<file path="config.mk">
export PLATFORM = sky130hd
export DESIGN_NAME = sseq_cell
export DESIGN_NICKNAME = d
export VERILOG_FILES = /design/src/sseq_pkg.sv /design/src/sseq_cell.sv
export SDC_FILE = /design/constraint.sdc
export NUM_CORES = 1
export LEC_CHECK = 0
export ABC_AREA = 1
export CORE_AREA = 2 2 127 129
export CTS_CLUSTER_SIZE = 14
export DETAILED_ROUTE_END_ITERATION = 16
export DIE_AREA = 0 0 129 131
export DONT_BUFFER_PORTS = 1
export HOLD_SLACK_MARGIN = 0.1
export SLEW_MARGIN = 20
export SYNTH_ARGS = -nofsm -noshare
export SYNTH_HDL_FRONTEND = slang
export SYNTH_SLANG_ARGS = --single-unit
export TNS_END_PERCENT = 5
</file>
<file path="constraint.sdc">
create_clock -name clock -period 9 [get_ports clock]
set_input_delay 1.8 -clock clock [delete_from_list [all_inputs] [get_ports clock]]
set_output_delay 1.8 -clock clock [all_outputs]
set_load 0.05 [all_outputs]
</file>
<file path="src/sseq_pkg.sv">
`timescale 1ns / 1ps
package sseq_pkg;

   localparam logic KIND_PUSH = 1'b0;
   localparam logic KIND_POP  = 1'b1;

   localparam logic [1:0] ST_OK    = 2'd0;
   localparam logic [1:0] ST_PAST  = 2'd1;
   localparam logic [1:0] ST_EMPTY = 2'd2;
   localparam logic [1:0] ST_FULL  = 2'd3;

   typedef struct packed {
      logic push;
      logic pop;
   } cell_ctl_type;

endpackage

</file>
<file path="src/sseq_cell.sv">
`timescale 1ns / 1ps
module sseq_cell #(
   parameter int TS_BITS = 48,
   parameter int ID_BITS = 32
) (
   input  logic                  clock,
   input  sseq_pkg::cell_ctl_type ctl,
   input  logic                  occ,
   input  logic                  occ_left,
   input  logic                  gt_left,
   input  logic [TS_BITS-1:0]    new_ts,
   input  logic [ID_BITS-1:0]    new_id,
   input  logic [TS_BITS-1:0]    left_ts,
   input  logic [ID_BITS-1:0]    left_id,
   input  logic [TS_BITS-1:0]    right_ts,
   input  logic [ID_BITS-1:0]    right_id,
   output logic [TS_BITS-1:0]    ts,
   output logic [ID_BITS-1:0]    id,
   output logic                  gt
);
   import sseq_pkg::*;

   logic [TS_BITS-1:0] ts_ff;
   logic [TS_BITS-1:0] ts_in;
   logic [ID_BITS-1:0] id_ff;
   logic [ID_BITS-1:0] id_in;
   logic               insert;

   // An entry moves right only if it is strictly later than the new one.
   assign gt     = occ && (ts_ff > new_ts);
   assign insert = !gt_left && (gt || !occ) && occ_left;

   always_comb begin
      ts_in = ts_ff;
      id_in = id_ff;
      priority if (ctl.pop) begin
         ts_in = right_ts;
         id_in = right_id;
      end else if (ctl.push && gt_left) begin
         ts_in = left_ts;
         id_in = left_id;
      end else if (ctl.push && insert) begin
         ts_in = new_ts;
         id_in = new_id;
      end
   end

   always_ff @(posedge clock) begin
      ts_ff <= ts_in;
      id_ff <= id_in;
   end

   assign ts = ts_ff;
   assign id = id_ff;

endmodule

</file>
# Yosys cells after proc, flatten, opt, wreduce, memory -nomap -nowiden
# Index checks and enable logic that the tools add are counted.
[totals]
reg_bits = 80
input_bits = 246
out_inout_bits = 81
[classes]
order_cmp = 1
n_mux = 6
reduce_logical = 9
[op_table]
columns = ["operator", "count"]
rows = [
  ["48-bit two-way mux", 3],
  ["32-bit two-way mux", 3],
  ["48-bit > comparator", 1],
  ["1-bit logical AND", 5],
  ["3-bit nonzero test", 1],
  ["1-bit logical NOT", 2],
  ["1-bit logical OR", 1],
]

# Longest topological paths before layout
[depth]
word_depth = 9
mapped_depth = 17

# Least setup slack after synthesis
# Ideal clock, no wire load.
[synth_path]
kind = "input -> output"
start = "input port new_ts[39]"
end = "output port gt"
t_arrival_ps = 3417
t_required_ps = 7200
slack_ps = 3783
path_stages = 12
n_path_buf = 0
path_cell_list = "inv_1 > ha_1 > nand2_1 > nor2_2 > nand4_1 > nor2_2 > inv_2 > nor2_4 > nand2_2 > nand3_2 > nand2_2 > nor2_1"
[synth_between]
elab_chain_len = 2
[synth_rtl]
columns = ["item", "line_no", "text"]
rows = [
  ["start, declared", "sseq_cell.sv:11", "input logic [TS_BITS-1:0] new_ts,"],
  ["48-bit > comparator", "sseq_cell.sv:30", "assign gt = occ && (ts_ff > new_ts);"],
  ["1-bit logical AND", "sseq_cell.sv:30", ""],
  ["end, declared", "sseq_cell.sv:19", "output logic gt"],
]
# Every way passes these cells.

# Worst setup path after layout
[layout_path]
start = "input port new_ts[47]"
end = "output port gt"
# Same word-level chain as after synthesis.

==> results.txt <==
The total count of max-transition violations in the final report is 0. The H-tree depth reported by CTS came out at 3. In this run the worst path has a maximum fanout of 2. The cell family contributing the most delay on the critical path is simple AND/OR/NAND/NOR gates. The cell depth of the worst flop-to-flop path came out at 13. The source-to-sink clock delay at the later pin of the worst-skew pair is 340 ps. The routed wire length is 15.0 mm. Of the post-synthesis cell area, the dominant cell type holds 45.1%. Entering global routing, the biggest net connects 116 pins. The clock slew at the register clock pins of the worst setup and hold paths is 60 ps.

The slew at the pin with the worst max-slew slack came out at 885 ps. The area of the die came out at 0.0169 mm². In this run the number of cells on the critical path is 12. The max-slew headroom at the worst pin came out at 40.8%. From bottom edge to top edge, the die measures 131 µm.

The number of post-CTS setup repair buffers came out at 0. The initial utilization of the core area, before any placement, comes to 34.1%. The unique cell type count in the Yosys netlist is 25. The setup slack of the most critical reg-to-reg path came out at 6080 ps. Traced cell by cell, the critical path runs through inv_1 -> ha_1 -> nand2_1 -> nor2_2 -> nand2_1 -> nor2_2 -> inv_2 -> nor2_4 -> nand2_2 -> nand3_2 -> nand2_2 -> nor2_1.

The number of port buffers came out at 0. The power per cell area came out at 194 mW/mm². The final HPWL from detailed placement is 11.5 mm. In this run the cell area of the synthesized design comes to 0.00532 mm². The startpoint identified for the worst hold timing path is right_id[21]. The core area is 0.0156 mm². The first global-routing pass estimated 21.3 mm of wire. The first TritonRoute pass finished after 4 iterations.

The largest individual stage delay along the critical path comes from the cell sky130_fd_sc_hd__nor2_1. Derived from the worst setup path, the maximum achievable clock frequency is 185 MHz. The commonest non-fill, non-tap cell in the layout is sky130_fd_sc_hd__nand2_1.

The all-layer global routing usage came out at 16.7%. Of the cells placed in the final design, the portion with a size suffix greater than 1 is 6.13%. IR analysis of the VDD net gives a maximum drop of 102 µV. The synthesized area divided by synthesized cell count is 7.99 µm².

In the finished design, the share of the clock period the worst path needs comes to 60.0%. In the layout the commonest cells are sky130_fd_sc_hd__nand2_1 (222), sky130_fd_sc_hd__nor2_1 (91), sky130_fd_sc_hd__a31oi_1 (80), sky130_fd_sc_hd__edfxtp_1 (80), sky130_fd_sc_hd__inv_1 (58). The per-cell routed wire length came out at 17.3 µm. The classification of the worst-slack hold path is primary input to register. The number of instances in the synthesized netlist came out at 666. The die width came out at 129 µm. The hold-fix buffer count after cts came out at 0.

In this run the critical register-to-register path is launched from ts[47]$_DFFE_PP_. The synthesized design contains 80 register bits. Pin placement for this block handled 327 I/O pins.

The violation count after the first detailed-routing iteration is 175. The remaining number of nets flagged by the antenna check after routing came out at 0. The worst setup path is launched from a primary input. The worst setup timing slack at the placement stage came out at 3580 ps.

The number of standard-cell rows in the floorplan is 46. The startpoint of the worst setup timing path is new_ts[47]. The design draws 1.13 mW. The critical path endpoint category is an output pin. Setup repair after global routing left no endpoint under its margin. After filler insertion, the fill cell instance count of the layout stands at 1609. Of all cell types, the one taking the most synthesized area is sky130_fd_sc_hd__edfxtp_1. The final critical path time including I/O delays and setup came out at 5400 ps. The clock tree skew after final layout is 7.93 ps. The largest single stage delay on the critical path is 670 ps.

The setup violation total in the final timing report came out at 0. The number of violations of the max-capacitance limit came out at 0. The root buffer cell chosen for the clock tree is sky130_fd_sc_hd__clkbuf_16. The flow ran to the end, and the final reports show no timing, DRC or antenna violations. The type of the setup path with the least slack is primary input to output pin.

The worst hold path terminates at id[21]$_DFFE_PP_. The post-synthesis net count came out at 960. The TritonCTS buffer count is 9. The final weighted congestion of routability-driven global placement is 0.790. The count of synthesis-stage warnings from yosys came out at 0. The data arrival time at the worst-slack endpoint came out at 3600 ps.

The number of vias after detailed routing came out at 4456. The final worst-path setup slack came out at 3600 ps. The final layout contains 942 nets. The longest clock path from root to sink contains 2 buffers. The area growth from synthesis to layout is 9.40%. In this run the cell area measured after placement is 0.00550 mm².

The via count of the first global-routing pass came out at 3951. Yosys attributes the largest share of cell area to sky130_fd_sc_hd__edfxtp_1 (45%), sky130_fd_sc_hd__nand2_1 (16%), sky130_fd_sc_hd__ha_1 (11%). The number of hold violations in the final report is 0. In this run the static leakage power is 2.55 nW.

The final standard cell area without fillers came out at 0.00582 mm². The via density per instance came out at 5.13. The number of remaining DRC errors is 0. The overall overflow remaining after global route is 0. The number of antenna violations at the first check in global routing is 0. TritonCTS built the clock tree. In this run the critical register-to-register path is captured at id[23]$_DFFE_PP_.

The instance count along the most critical hold path is 2. The clock sink count is 80. The total negative slack came out at 0 ps.

The portion of the post-synthesis area used by sequential elements is 45.1%. The critical path required time came out at 7200 ps. The antenna diode count is 0.

The number of buffer and inverter instances along the worst setup path came out at 2. Once the clock tree was built, the resizer swapped 0 gates to a different size.
[worst max-delay path by stage]
stage,slack [ps],to
final,3600,gt
after global routing,3430,gt
after CTS,3580,gt
after detailed placement,3580,gt
after global placement,3620,gt
after floorplan,3780,gt
[power breakdown]
group / switching (mW) / internal (mW)
Sequential: 0.147 / 0.460
Clock: 0.150 / 0.212
Combinational: 0.100 / 0.0585
[state kept, by name (all words and copies together) (netlist names)]
register / flops
id: 32
ts: 48
[routing by layer]
layer	vias to the layer above	wire [µm]	global-route usage [%]
li1	2200	-	-
met1	2021	6290	20.3
met2	226	7350	28.8
met3	9	1260	5.29
met4	0	148	4.67
met5	-	0	0
[logic make-up after synthesis]
logic type	count (synthesis)	share of synthesized area (%)
simple gates	331	24.3
compound gates	105	11.9
fa+ha+maj	48	11.3
flops	80	45.1
buf+inv	102	7.36
[worst register-to-register path, cell delays in order (launching register included)]
cell	delay (ps)
sky130_fd_sc_hd__edfxtp_1	630
sky130_fd_sc_hd__ha_1	410
sky130_fd_sc_hd__nand2_1	90
sky130_fd_sc_hd__nor2_2	130
sky130_fd_sc_hd__nand2_1	110
sky130_fd_sc_hd__nor2_2	180
sky130_fd_sc_hd__inv_2	60
sky130_fd_sc_hd__nor2_4	90
sky130_fd_sc_hd__nand2_2	60
sky130_fd_sc_hd__nand3_2	60
sky130_fd_sc_hd__nand2_2	50
sky130_fd_sc_hd__nand2_1	50
sky130_fd_sc_hd__nand2_1	120
sky130_fd_sc_hd__nand2_8	480
[through the flow]
stage / hold slack, ps / utilization, % / cells
after floorplan: 2050 / - / 666
final: 1720 / 37.3 / 868
after global placement: 2060 / 35.3 / 852
after global routing: 1700 / 37.3 / 868
after CTS: 1700 / 37.1 / 867
after detailed placement: 2060 / 35.3 / 852
[cells in the mapped netlist]
cell / n
sky130_fd_sc_hd__nor2_2: 3
sky130_fd_sc_hd__o21a_1: 2
sky130_fd_sc_hd__nor2_1: 91
sky130_fd_sc_hd__a21o_1: 1
sky130_fd_sc_hd__clkbuf_1: 20
sky130_fd_sc_hd__nand2_1: 224
sky130_fd_sc_hd__a21oi_1: 19
sky130_fd_sc_hd__nand4_1: 2
sky130_fd_sc_hd__edfxtp_1: 80
sky130_fd_sc_hd__nand2_2: 3
sky130_fd_sc_hd__buf_2: 7
sky130_fd_sc_hd__ha_1: 48
sky130_fd_sc_hd__o21ai_1: 1
sky130_fd_sc_hd__a31oi_1: 80
sky130_fd_sc_hd__and3b_1: 1
sky130_fd_sc_hd__nor2_4: 1
sky130_fd_sc_hd__o21ai_0: 1
sky130_fd_sc_hd__nand3_2: 1
sky130_fd_sc_hd__o21bai_1: 1
sky130_fd_sc_hd__nand3_1: 4
sky130_fd_sc_hd__inv_2: 10
sky130_fd_sc_hd__clkinv_1: 1
sky130_fd_sc_hd__buf_1: 6
sky130_fd_sc_hd__nor3_2: 1
sky130_fd_sc_hd__inv_1: 58
[final cells by class]
type	count	area [µm²]	area share, %
inverter	69	262	4.49
multi-input combinational	484	2550	43.8
tap	216	270	4.64
timing repair buffer	4	50.0	0.859
clock buffer	9	225	3.87
sequential	80	2400	41.3
clock inverter	6	61.3	1.05
Note: power is estimated with default switching activity, not from simulation.
